===== config.mk =====
export PLATFORM = sky130hd
export DESIGN_NAME = touch_sample_average_calibrate_unit
export DESIGN_NICKNAME = d
export VERILOG_FILES = /design/src/hdl/tsac_pkg.sv /design/src/hdl/touch_sample_average_calibrate_unit.sv /design/src/hdl/tsac_front.sv /design/src/hdl/tsac_queue.sv /design/src/hdl/tsac_div.sv /design/src/hdl/tsac_back.sv
export SDC_FILE = /design/constraint.sdc
export NUM_CORES = 2
export LEC_CHECK = 0
export BUFFER_PORTS_ARGS = -buffer_cell sky130_fd_sc_hd__buf_2
export CAP_MARGIN = 20
export CORE_MARGIN = 3
export CORE_UTILIZATION = 49
export CTS_BUF_LIST = sky130_fd_sc_hd__clkbuf_2 sky130_fd_sc_hd__clkbuf_4 sky130_fd_sc_hd__clkbuf_8
export DETAILED_ROUTE_END_ITERATION = 8
export PLACE_DENSITY = 0.63
export SYNTH_ARGS = -nofsm -noshare
export SYNTH_HDL_FRONTEND = slang
export SYNTH_SLANG_ARGS = --single-unit

===== constraint.sdc =====
create_clock -name clk -period 28.3 [get_ports clk]
set_clock_uncertainty 0.2 [all_clocks]
set_input_delay 4.245 -clock clk [delete_from_list [all_inputs] [get_ports clk]]
set_output_delay 4.245 -clock clk [all_outputs]
set_load 0.05 [all_outputs]

===== src/hdl/tsac_pkg.sv =====
`timescale 1ns / 1ps
// ----------------------------------------------------------------------------
// tsac_pkg
// shared widths, register indexes and transaction types for the touch
// averaging and calibration unit
// ----------------------------------------------------------------------------
package tsac_pkg;

  localparam int RAW_W       = 12;  // converter reading
  localparam int SCR_W       = 10;  // screen coordinate
  localparam int OUT_W       = 11;  // signed result coordinate
  localparam int SUM_W       = 16;  // window sum, holds 16 readings
  localparam int CFG_IDX_W   = 3;
  localparam int CFG_DATA_W  = 12;
  localparam int DIVN_W      = 22;  // |diff| * screen max
  localparam int DIVD_W      = 12;  // |span|
  localparam int QUEUE_DEPTH = 2;
  localparam int SAMPLES_DEF = 10;

  typedef enum logic [CFG_IDX_W-1:0] {
    REG_CAL_X_LOW    = 3'd0,
    REG_CAL_X_HIGH   = 3'd1,
    REG_CAL_Y_LOW    = 3'd2,
    REG_CAL_Y_HIGH   = 3'd3,
    REG_SCREEN_X_MAX = 3'd4,
    REG_SCREEN_Y_MAX = 3'd5
  } cfg_reg_t;

  typedef struct packed {
    logic [RAW_W-1:0] cal_x_low;
    logic [RAW_W-1:0] cal_x_high;
    logic [RAW_W-1:0] cal_y_low;
    logic [RAW_W-1:0] cal_y_high;
    logic [SCR_W-1:0] screen_x_max;
    logic [SCR_W-1:0] screen_y_max;
  } cal_cfg_t;

  // one closed window handed from front to back
  typedef struct packed {
    logic             good;
    logic [SUM_W-1:0] sum_x;
    logic [SUM_W-1:0] sum_y;
  } job_t;

  // divider handshake toward the sequencer
  typedef struct packed {
    logic              done;
    logic [DIVN_W-1:0] quot;
  } div_res_t;

endpackage


===== src/hdl/touch_sample_average_calibrate_unit.sv =====
`timescale 1ns / 1ps
// throughput: one transaction per cycle into the accumulator, held off only when a
//   window closes with the queue full; a counted window holds the back end through up to two
//   divides, and a two-window queue lets the front run ahead
// reset: rst_n synchronous active low; clears sums, counters, queue and
//   sequencer, and loads the calibration registers with their defaults
// ----------------------------------------------------------------------------
// touch_sample_average_calibrate_unit
// averages raw touch conversion pairs over a window and maps the averages
// to screen coordinates through the calibration registers
// ----------------------------------------------------------------------------
module touch_sample_average_calibrate_unit import tsac_pkg::*; #(
  parameter int SAMPLES = SAMPLES_DEF
) (
  input  logic                    clk,
  input  logic                    rst_n,
  // configuration writes
  input  logic                    cfg_we,
  input  logic [CFG_IDX_W-1:0]    cfg_index,
  input  logic [CFG_DATA_W-1:0]   cfg_wdata,
  // input transactions
  input  logic                    in_valid,
  output logic                    in_ready,
  input  logic                    in_pen_before_x,
  input  logic [RAW_W-1:0]        in_raw_x,
  input  logic                    in_pen_before_y,
  input  logic [RAW_W-1:0]        in_raw_y,
  // result transactions
  output logic                    out_valid,
  input  logic                    out_ready,
  output logic                    out_touch_valid,
  output logic signed [OUT_W-1:0] out_screen_x,
  output logic signed [OUT_W-1:0] out_screen_y
);

  cal_cfg_t cfg_r;
  logic     push, q_full, pop, q_valid;
  job_t     push_job, q_job;

  // calibration register file, indexes past the list are dropped
  always_ff @(posedge clk) begin
    if (!rst_n) begin
      cfg_r.cal_x_low    <= RAW_W'(0);
      cfg_r.cal_x_high   <= RAW_W'(4095);
      cfg_r.cal_y_low    <= RAW_W'(0);
      cfg_r.cal_y_high   <= RAW_W'(4095);
      cfg_r.screen_x_max <= SCR_W'(319);
      cfg_r.screen_y_max <= SCR_W'(239);
    end else if (cfg_we) begin
      unique case (cfg_reg_t'(cfg_index))
        REG_CAL_X_LOW:    cfg_r.cal_x_low    <= cfg_wdata[RAW_W-1:0];
        REG_CAL_X_HIGH:   cfg_r.cal_x_high   <= cfg_wdata[RAW_W-1:0];
        REG_CAL_Y_LOW:    cfg_r.cal_y_low    <= cfg_wdata[RAW_W-1:0];
        REG_CAL_Y_HIGH:   cfg_r.cal_y_high   <= cfg_wdata[RAW_W-1:0];
        REG_SCREEN_X_MAX: cfg_r.screen_x_max <= cfg_wdata[SCR_W-1:0];
        REG_SCREEN_Y_MAX: cfg_r.screen_y_max <= cfg_wdata[SCR_W-1:0];
        default: ;
      endcase
    end
  end

  // front: qualify pairs and sum one window, hand closed windows on
  tsac_front #(.SAMPLES(SAMPLES)) u_front (
    .clk             (clk),
    .rst_n           (rst_n),
    .in_valid        (in_valid),
    .in_ready        (in_ready),
    .in_pen_before_x (in_pen_before_x),
    .in_raw_x        (in_raw_x),
    .in_pen_before_y (in_pen_before_y),
    .in_raw_y        (in_raw_y),
    .push            (push),
    .push_job        (push_job),
    .q_full          (q_full)
  );

  // closed windows wait here so the front keeps taking transactions
  tsac_queue u_queue (
    .clk      (clk),
    .rst_n    (rst_n),
    .push     (push),
    .push_job (push_job),
    .full     (q_full),
    .pop      (pop),
    .q_valid  (q_valid),
    .q_job    (q_job)
  );

  // back: average, calibrate, clamp and present the result
  tsac_back #(.SAMPLES(SAMPLES)) u_back (
    .clk             (clk),
    .rst_n           (rst_n),
    .cfg             (cfg_r),
    .q_valid         (q_valid),
    .q_job           (q_job),
    .pop             (pop),
    .out_valid       (out_valid),
    .out_ready       (out_ready),
    .out_touch_valid (out_touch_valid),
    .out_screen_x    (out_screen_x),
    .out_screen_y    (out_screen_y)
  );

endmodule


===== src/hdl/tsac_front.sv =====
`timescale 1ns / 1ps
// ----------------------------------------------------------------------------
// tsac_front
// accepts conversion pairs, qualifies them and accumulates one window
// ----------------------------------------------------------------------------
module tsac_front import tsac_pkg::*; #(
  parameter int SAMPLES = SAMPLES_DEF
) (
  input  logic             clk,
  input  logic             rst_n,
  input  logic             in_valid,
  output logic             in_ready,
  input  logic             in_pen_before_x,
  input  logic [RAW_W-1:0] in_raw_x,
  input  logic             in_pen_before_y,
  input  logic [RAW_W-1:0] in_raw_y,
  output logic             push,
  output job_t             push_job,
  input  logic             q_full
);

  localparam int POS_W = (SAMPLES > 1) ? $clog2(SAMPLES) : 1;

  logic [POS_W-1:0] pos_r;
  logic [SUM_W-1:0] sum_x_r, sum_y_r;
  logic             all_good_r;
  logic             counted, closing, accept;
  logic [SUM_W-1:0] sum_x_nxt, sum_y_nxt;

  assign counted = in_pen_before_x && in_pen_before_y &&
                   (in_raw_x != '0) && (in_raw_y != '0);
  assign closing = (pos_r == POS_W'(SAMPLES - 1));
  assign in_ready = !closing || !q_full;
  assign accept   = in_valid && in_ready;

  assign sum_x_nxt = sum_x_r + (counted ? SUM_W'(in_raw_x) : '0);
  assign sum_y_nxt = sum_y_r + (counted ? SUM_W'(in_raw_y) : '0);

  assign push           = accept && closing;
  assign push_job.good  = all_good_r && counted;
  assign push_job.sum_x = sum_x_nxt;
  assign push_job.sum_y = sum_y_nxt;

  always_ff @(posedge clk) begin
    if (!rst_n) begin
      pos_r      <= '0;
      sum_x_r    <= '0;
      sum_y_r    <= '0;
      all_good_r <= 1'b1;
    end else if (accept) begin
      if (closing) begin
        pos_r      <= '0;
        sum_x_r    <= '0;
        sum_y_r    <= '0;
        all_good_r <= 1'b1;
      end else begin
        pos_r      <= pos_r + 1'b1;
        sum_x_r    <= sum_x_nxt;
        sum_y_r    <= sum_y_nxt;
        all_good_r <= all_good_r && counted;
      end
    end
  end

endmodule


===== src/hdl/tsac_queue.sv =====
`timescale 1ns / 1ps
// ----------------------------------------------------------------------------
// tsac_queue
// short fifo of closed windows between front and back
// ----------------------------------------------------------------------------
module tsac_queue import tsac_pkg::*; (
  input  logic clk,
  input  logic rst_n,
  input  logic push,
  input  job_t push_job,
  output logic full,
  input  logic pop,
  output logic q_valid,
  output job_t q_job
);

  localparam int PTR_W = $clog2(QUEUE_DEPTH);
  localparam int CNT_W = $clog2(QUEUE_DEPTH + 1);

  job_t             entries_r [QUEUE_DEPTH];
  logic [PTR_W-1:0] wr_ptr_r, rd_ptr_r;
  logic [CNT_W-1:0] count_r;

  assign full    = (count_r == CNT_W'(QUEUE_DEPTH));
  assign q_valid = (count_r != '0);
  assign q_job   = entries_r[rd_ptr_r];

  always_ff @(posedge clk) begin
    if (push) begin
      entries_r[wr_ptr_r] <= push_job;
    end
  end

  always_ff @(posedge clk) begin
    if (!rst_n) begin
      wr_ptr_r <= '0;
      rd_ptr_r <= '0;
      count_r  <= '0;
    end else begin
      if (push) begin
        wr_ptr_r <= (wr_ptr_r == PTR_W'(QUEUE_DEPTH - 1)) ? '0 : wr_ptr_r + 1'b1;
      end
      if (pop) begin
        rd_ptr_r <= (rd_ptr_r == PTR_W'(QUEUE_DEPTH - 1)) ? '0 : rd_ptr_r + 1'b1;
      end
      if (push && !pop) begin
        count_r <= count_r + 1'b1;
      end else if (pop && !push) begin
        count_r <= count_r - 1'b1;
      end
    end
  end

endmodule


===== src/hdl/tsac_div.sv =====
`timescale 1ns / 1ps
// ----------------------------------------------------------------------------
// tsac_div
// unsigned restoring divider, one quotient bit per cycle
// ----------------------------------------------------------------------------
module tsac_div import tsac_pkg::*; (
  input  logic              clk,
  input  logic              rst_n,
  input  logic              start,
  input  logic [DIVN_W-1:0] dividend,
  input  logic [DIVD_W-1:0] divisor,
  output div_res_t          res
);

  localparam int CNT_W = $clog2(DIVN_W + 1);

  logic [DIVN_W-1:0] a_r;
  logic [DIVD_W-1:0] b_r;
  logic [DIVD_W-1:0] rem_r;
  logic [CNT_W-1:0]  cnt_r;
  logic              busy_r, done_r;
  logic [DIVD_W:0]   rem_sh;
  logic              qbit;

  assign rem_sh = {rem_r, a_r[DIVN_W-1]};
  assign qbit   = (rem_sh >= {1'b0, b_r});

  assign res.done = done_r;
  assign res.quot = a_r;

  always_ff @(posedge clk) begin
    if (!rst_n) begin
      busy_r <= 1'b0;
      done_r <= 1'b0;
      cnt_r  <= '0;
    end else begin
      done_r <= 1'b0;
      if (start) begin
        busy_r <= 1'b1;
        cnt_r  <= CNT_W'(DIVN_W);
      end else if (busy_r) begin
        cnt_r <= cnt_r - 1'b1;
        if (cnt_r == CNT_W'(1)) begin
          busy_r <= 1'b0;
          done_r <= 1'b1;
        end
      end
    end
  end

  always_ff @(posedge clk) begin
    if (start) begin
      a_r   <= dividend;
      b_r   <= divisor;
      rem_r <= '0;
    end else if (busy_r) begin
      a_r   <= {a_r[DIVN_W-2:0], qbit};
      rem_r <= qbit ? DIVD_W'(rem_sh - {1'b0, b_r}) : rem_sh[DIVD_W-1:0];
    end
  end

endmodule


===== src/hdl/tsac_back.sv =====
`timescale 1ns / 1ps
// ----------------------------------------------------------------------------
// tsac_back
// per-window sequencer: averages, calibration multiply, divide, clamp and
// the output register
// ----------------------------------------------------------------------------
module tsac_back import tsac_pkg::*; #(
  parameter int SAMPLES = SAMPLES_DEF
) (
  input  logic                    clk,
  input  logic                    rst_n,
  input  cal_cfg_t                cfg,
  input  logic                    q_valid,
  input  job_t                    q_job,
  output logic                    pop,
  output logic                    out_valid,
  input  logic                    out_ready,
  output logic                    out_touch_valid,
  output logic signed [OUT_W-1:0] out_screen_x,
  output logic signed [OUT_W-1:0] out_screen_y
);

  localparam int DIFF_W = RAW_W + 1;
  localparam int WIDE_W = DIVN_W + 3;
  // window average as a reciprocal multiply, exact for any 16-bit sum
  localparam int AVG_SH = SUM_W + 4;
  localparam int AVG_W  = AVG_SH + 1;
  localparam int PROD_W = SUM_W + AVG_W;
  localparam logic [AVG_W-1:0] AVG_MUL = AVG_W'(((1 << AVG_SH) + SAMPLES - 1) / SAMPLES);

  typedef enum logic [2:0] {
    S_IDLE, S_MUL_X, S_DIV_X, S_MUL_Y, S_DIV_Y, S_EMIT
  } state_t;

  state_t            state_r;
  logic              good_r;
  logic [RAW_W-1:0]  avg_x_r, avg_y_r;
  logic [SCR_W-1:0]  res_x_r, res_y_r;
  logic              neg_r;
  logic              div_start_r;
  logic [DIVN_W-1:0] div_a_r;
  logic [DIVD_W-1:0] div_b_r;
  div_res_t          div_res;

  logic              out_valid_r, out_touch_valid_r;
  logic [OUT_W-1:0]  out_x_r, out_y_r;

  logic [PROD_W-1:0] avg_x_prod, avg_y_prod;

  // calibration datapath, selected per axis
  logic                     axis_y;
  logic [RAW_W-1:0]         avg_sel, lo_sel, hi_sel;
  logic [SCR_W-1:0]         smax_sel;
  logic signed [DIFF_W-1:0] diff, span;
  logic [RAW_W-1:0]         diff_mag, span_mag;
  logic [DIVN_W-1:0]        prod;
  logic signed [WIDE_W-1:0] q_ext, q_sgn, v, smax_ext;
  logic [SCR_W-1:0]         clamped;

  assign avg_x_prod = PROD_W'(q_job.sum_x) * PROD_W'(AVG_MUL);
  assign avg_y_prod = PROD_W'(q_job.sum_y) * PROD_W'(AVG_MUL);

  assign axis_y   = (state_r == S_MUL_Y) || (state_r == S_DIV_Y);
  assign avg_sel  = axis_y ? avg_y_r : avg_x_r;
  assign lo_sel   = axis_y ? cfg.cal_y_low : cfg.cal_x_low;
  assign hi_sel   = axis_y ? cfg.cal_y_high : cfg.cal_x_high;
  assign smax_sel = axis_y ? cfg.screen_y_max : cfg.screen_x_max;

  always_comb begin
    diff     = $signed({1'b0, avg_sel}) - $signed({1'b0, lo_sel});
    span     = $signed({1'b0, hi_sel}) - $signed({1'b0, lo_sel});
    diff_mag = diff[DIFF_W-1] ? RAW_W'(-diff) : diff[RAW_W-1:0];
    span_mag = span[DIFF_W-1] ? RAW_W'(-span) : span[RAW_W-1:0];
    prod     = DIVN_W'(diff_mag) * DIVN_W'(smax_sel);
    // truncation toward zero: divide magnitudes, then apply the sign
    q_ext    = $signed({3'b000, div_res.quot});
    q_sgn    = neg_r ? -q_ext : q_ext;
    smax_ext = $signed({{(WIDE_W - SCR_W){1'b0}}, smax_sel});
    // first axis runs inverted: smax - quotient
    v        = axis_y ? q_sgn : smax_ext - q_sgn;
    if (v < 0) begin
      clamped = '0;
    end else if (v > smax_ext) begin
      clamped = smax_sel;
    end else begin
      clamped = v[SCR_W-1:0];
    end
  end

  tsac_div u_div (
    .clk      (clk),
    .rst_n    (rst_n),
    .start    (div_start_r),
    .dividend (div_a_r),
    .divisor  (div_b_r),
    .res      (div_res)
  );

  assign pop             = (state_r == S_IDLE) && q_valid;
  assign out_valid       = out_valid_r;
  assign out_touch_valid = out_touch_valid_r;
  assign out_screen_x    = $signed(out_x_r);
  assign out_screen_y    = $signed(out_y_r);

  always_ff @(posedge clk) begin
    if (!rst_n) begin
      state_r     <= S_IDLE;
      div_start_r <= 1'b0;
      out_valid_r <= 1'b0;
    end else begin
      div_start_r <= 1'b0;
      if ((state_r == S_EMIT) && (!out_valid_r || out_ready)) begin
        out_valid_r <= 1'b1;
      end else if (out_ready) begin
        out_valid_r <= 1'b0;
      end
      unique case (state_r)
        S_IDLE: begin
          if (q_valid) begin
            good_r <= q_job.good;
            if (q_job.good) begin
              avg_x_r <= avg_x_prod[AVG_SH +: RAW_W];
              avg_y_r <= avg_y_prod[AVG_SH +: RAW_W];
              state_r <= S_MUL_X;
            end else begin
              state_r <= S_EMIT;
            end
          end
        end
        S_MUL_X: begin
          if (span == 0) begin
            res_x_r <= '0;
            state_r <= S_MUL_Y;
          end else begin
            div_a_r     <= prod;
            div_b_r     <= span_mag;
            neg_r       <= diff[DIFF_W-1] ^ span[DIFF_W-1];
            div_start_r <= 1'b1;
            state_r     <= S_DIV_X;
          end
        end
        S_DIV_X: begin
          if (div_res.done) begin
            res_x_r <= clamped;
            state_r <= S_MUL_Y;
          end
        end
        S_MUL_Y: begin
          if (span == 0) begin
            res_y_r <= '0;
            state_r <= S_EMIT;
          end else begin
            div_a_r     <= prod;
            div_b_r     <= span_mag;
            neg_r       <= diff[DIFF_W-1] ^ span[DIFF_W-1];
            div_start_r <= 1'b1;
            state_r     <= S_DIV_Y;
          end
        end
        S_DIV_Y: begin
          if (div_res.done) begin
            res_y_r <= clamped;
            state_r <= S_EMIT;
          end
        end
        S_EMIT: begin
          if (!out_valid_r || out_ready) begin
            out_touch_valid_r <= good_r;
            out_x_r           <= good_r ? {1'b0, res_x_r} : '1;
            out_y_r           <= good_r ? {1'b0, res_y_r} : '1;
            state_r           <= S_IDLE;
          end
        end
        default: state_r <= S_IDLE;
      endcase
    end
  end

endmodule

==> metrics.txt <==
DR pass1 iterations=5; drt wl/cell=17.8 um; Design Area, Final=32700 um2; Slew @ Worst Pin=1020 ps; Post-synth EDFFs=202; Hold-fix buffers, CTS=0; Fillers=5469; final setup vio count=0; RD Place Congestion=0.926; grt ovf=0; Worst Path Class, Setup=reg2reg; f_max=98.7 MHz; H-tree depth=2; Die ar.=65000 um2; WHS Endpoint=u_back.u_div.b_r[3]; die span in x=255 um; Critical Path Max Stage Delay=730 ps; first-pass GRT wire length=117000 um; Port Buffers=70; die boundary height=255 um; average size of a mapped cell=9.75 um2; max-cap violation count=0; Mapped Nets=3798; Initial Utilization=49.9%; Ys Warns=0; initial antenna violation count=2; DP HPWL=57000 um; IO Pins=71; Final Hold Fails=0; post-synthesis sequential area ratio=28.8%; Clock Path Buffers=3; residual DRC count=0; CP startpoint=u_back.state_r[0]; asr flop ratio synth=0%; clock root buffer=clkbuf_8; HP Class=reg2reg; clk sinks=336; Clock transition at path regs=60 ps; worst skew pair latency=690 ps; initial DRC count=1239; CTS tree=done; Post-Synthesis Cells=3113; Synth Register Bits=336; worst hold start=u_back.div_b_r[3]; outcome=finished, final reports clean; antenna-violating nets left=0; reg-to-reg endpoint=u_back.div_a_r[20]; Core Rows=90; fraction of layout cells with a size suffix above 1=9.05%; Worst R2R Start=u_back.state_r[0]; Final Max Slew Viols=0; overall global routing resource usage=22.7%; RSZ-0062 raised after global routing=no; # nets final=3853; vias in the first global route=22912; Slowest-stage cell, CP=a21oi_1; Tcrit/Tclk final=35.8%; # resized after CTS=0; Area Growth Syn to Fin=7.86%; CP required=28490 ps; Post CTS Setup Buffer Count=0; DP Area=31500 um2; via count=21897; final wirelength=71300 um; Core Box Area=60800 um2; critical path arrival=10320 ps; sum of negative setup slack=0 ps; Worst Hold Depth=0; CTS Buf Count=57; startpoint types=flop; R2R setup slack=18170 ps; most used cell, CP=fa_1; largest net degree at the start of global routing=88; max_slew headroom=31.4%; worst-path fanout max=27; Period minus WS final=10130 ps; Worst Reg2Reg Path Length in Cells=29; vias per cell=5.48; leading register cell type out of synthesis=edfxtp_1; nature of the critical path endpoint=flop; Synth cell types=90; Post-Syn Area=30400 um2
## cells in the final DEF, fill, tap and decap left out, types with 51 or more instances in the layout
master,instances
a21boi_0,51
a21oi_1,82
buf_2,69
clkbuf_8,61
dfxtp_1,133
edfxtp_1,202
fa_1,246
ha_1,393
inv_1,415
nand2_1,397
nand3_1,68
nor2_1,186
nor2b_1,51
o21ai_0,83
xnor2_1,109
## worst max-delay path, delay by kind of cell (launching register included)
family	cells	cell delay, ps
AO/OA/AOI/OAI	12	3730
XOR/XNOR	2	640
adder cells (fa/ha/maj)	7	3200
buffers and inverters	4	600
flip-flops	1	600
multiplexers	1	370
AND/OR/NAND/NOR	3	460
## routing by layer
metal	part of all wire (%)	wire length, um	vias up	track usage (%)
met5	0	0	-	0
met4	3.4	2410	0	8.05
met3	4.7	3350	136	3.27
met2	49	35000	537	39.8
met1	43	30500	10606	28.6
li1	-	-	10618	-
## how the worst max path moves through the flow
stage	end	slack (ps)	depth (start not counted)
3_5_place_dp	u_back.div_a_r[20]	18310	31
2_1_floorplan	u_back.div_a_r[20]	18400	32
6_report	u_back.div_a_r[20]	18170	29
4_1_cts	u_back.div_a_r[20]	18240	29
3_3_place_gp	u_back.div_a_r[21]	18610	32
5_1_grt	u_back.div_a_r[20]	17220	31
## flip-flops by register name (all words and copies together), names as in the netlist, 2 cells and up, named ones only
| name | cells |
|---|---|
| u_back.avg_x_r | 12 |
| u_front.sum_y_r | 16 |
| u_back.u_div.rem_r | 12 |
| u_back.out_screen_y | 11 |
| u_front.pos_r | 4 |
| u_queue.count_r | 2 |
| u_back.u_div.a_r | 22 |
| cfg_r | 68 |
| u_back.res_y_r | 10 |
| u_back.avg_y_r | 12 |
| u_queue.entries_r | 66 |
| u_back.u_div.cnt_r | 5 |
| u_back.div_a_r | 22 |
| u_back.res_x_r | 10 |
| u_front.sum_x_r | 16 |
| u_back.out_screen_x | 10 |
| u_back.u_div.b_r | 12 |
| u_back.state_r | 3 |
| u_back.div_b_r | 12 |
## cells in the mapped netlist (all sizes together), types with 23 or more instances
master  number  share of area (%)
mux2        51                2.0
xor2        50                1.5
nor2b       52                1.1
a21oi       84                1.4
xnor2      109                3.1
or3         23               0.47
inv        418                5.2
fa         246                 16
mux2i       47                1.5
clkbuf      79               0.98
a21boi      52                1.3
edfxtp     202                 20
nand2      398                4.9
nand3       68                1.1
nand2b      37               0.76
o21ai       84                1.4
nor3        40               0.66
nor2       189                2.4
o21a        32               0.79
ha         393                 16
dfxtp      134                8.8
and2        40               0.82
## cell type report
class	count	area (um2)	share of cell area (%)
diodes	1	2.50	0.00764
flip-flops and latches	336	8750	26.7
repair buffers	90	514	1.57
multi-input cells	2262	19700	60.1
clock inverters	21	210	0.642
clock buffers	85	1020	3.11
inverters	421	1580	4.83
well taps	782	978	2.99
## metrics by stage
stage	instances	util, %	hold slack (ps)	worst slack, ps
after floorplan	3113	-	200	18400
after global placement	3887	51.7	207	18610
after detailed placement	3888	51.8	205	18310
after CTS	3994	53.8	220	18240
after global routing	3998	53.8	229	17220
final	3998	53.8	220	18170
## cell families after synthesis
logic type | synth area share (%)
muxes | 3.52
adders and majority gates | 32.4
and+or+nand+nor | 14.7
DFF | 28.8
AOI/OAI and AO/OA | 9.37
xor gates and xnor gates | 4.69
buffers and inverters | 6.46
Power is left out: the tool's default activity adds up to more than one toggle a clock period on the data nets, which glitch-free logic cannot reach.
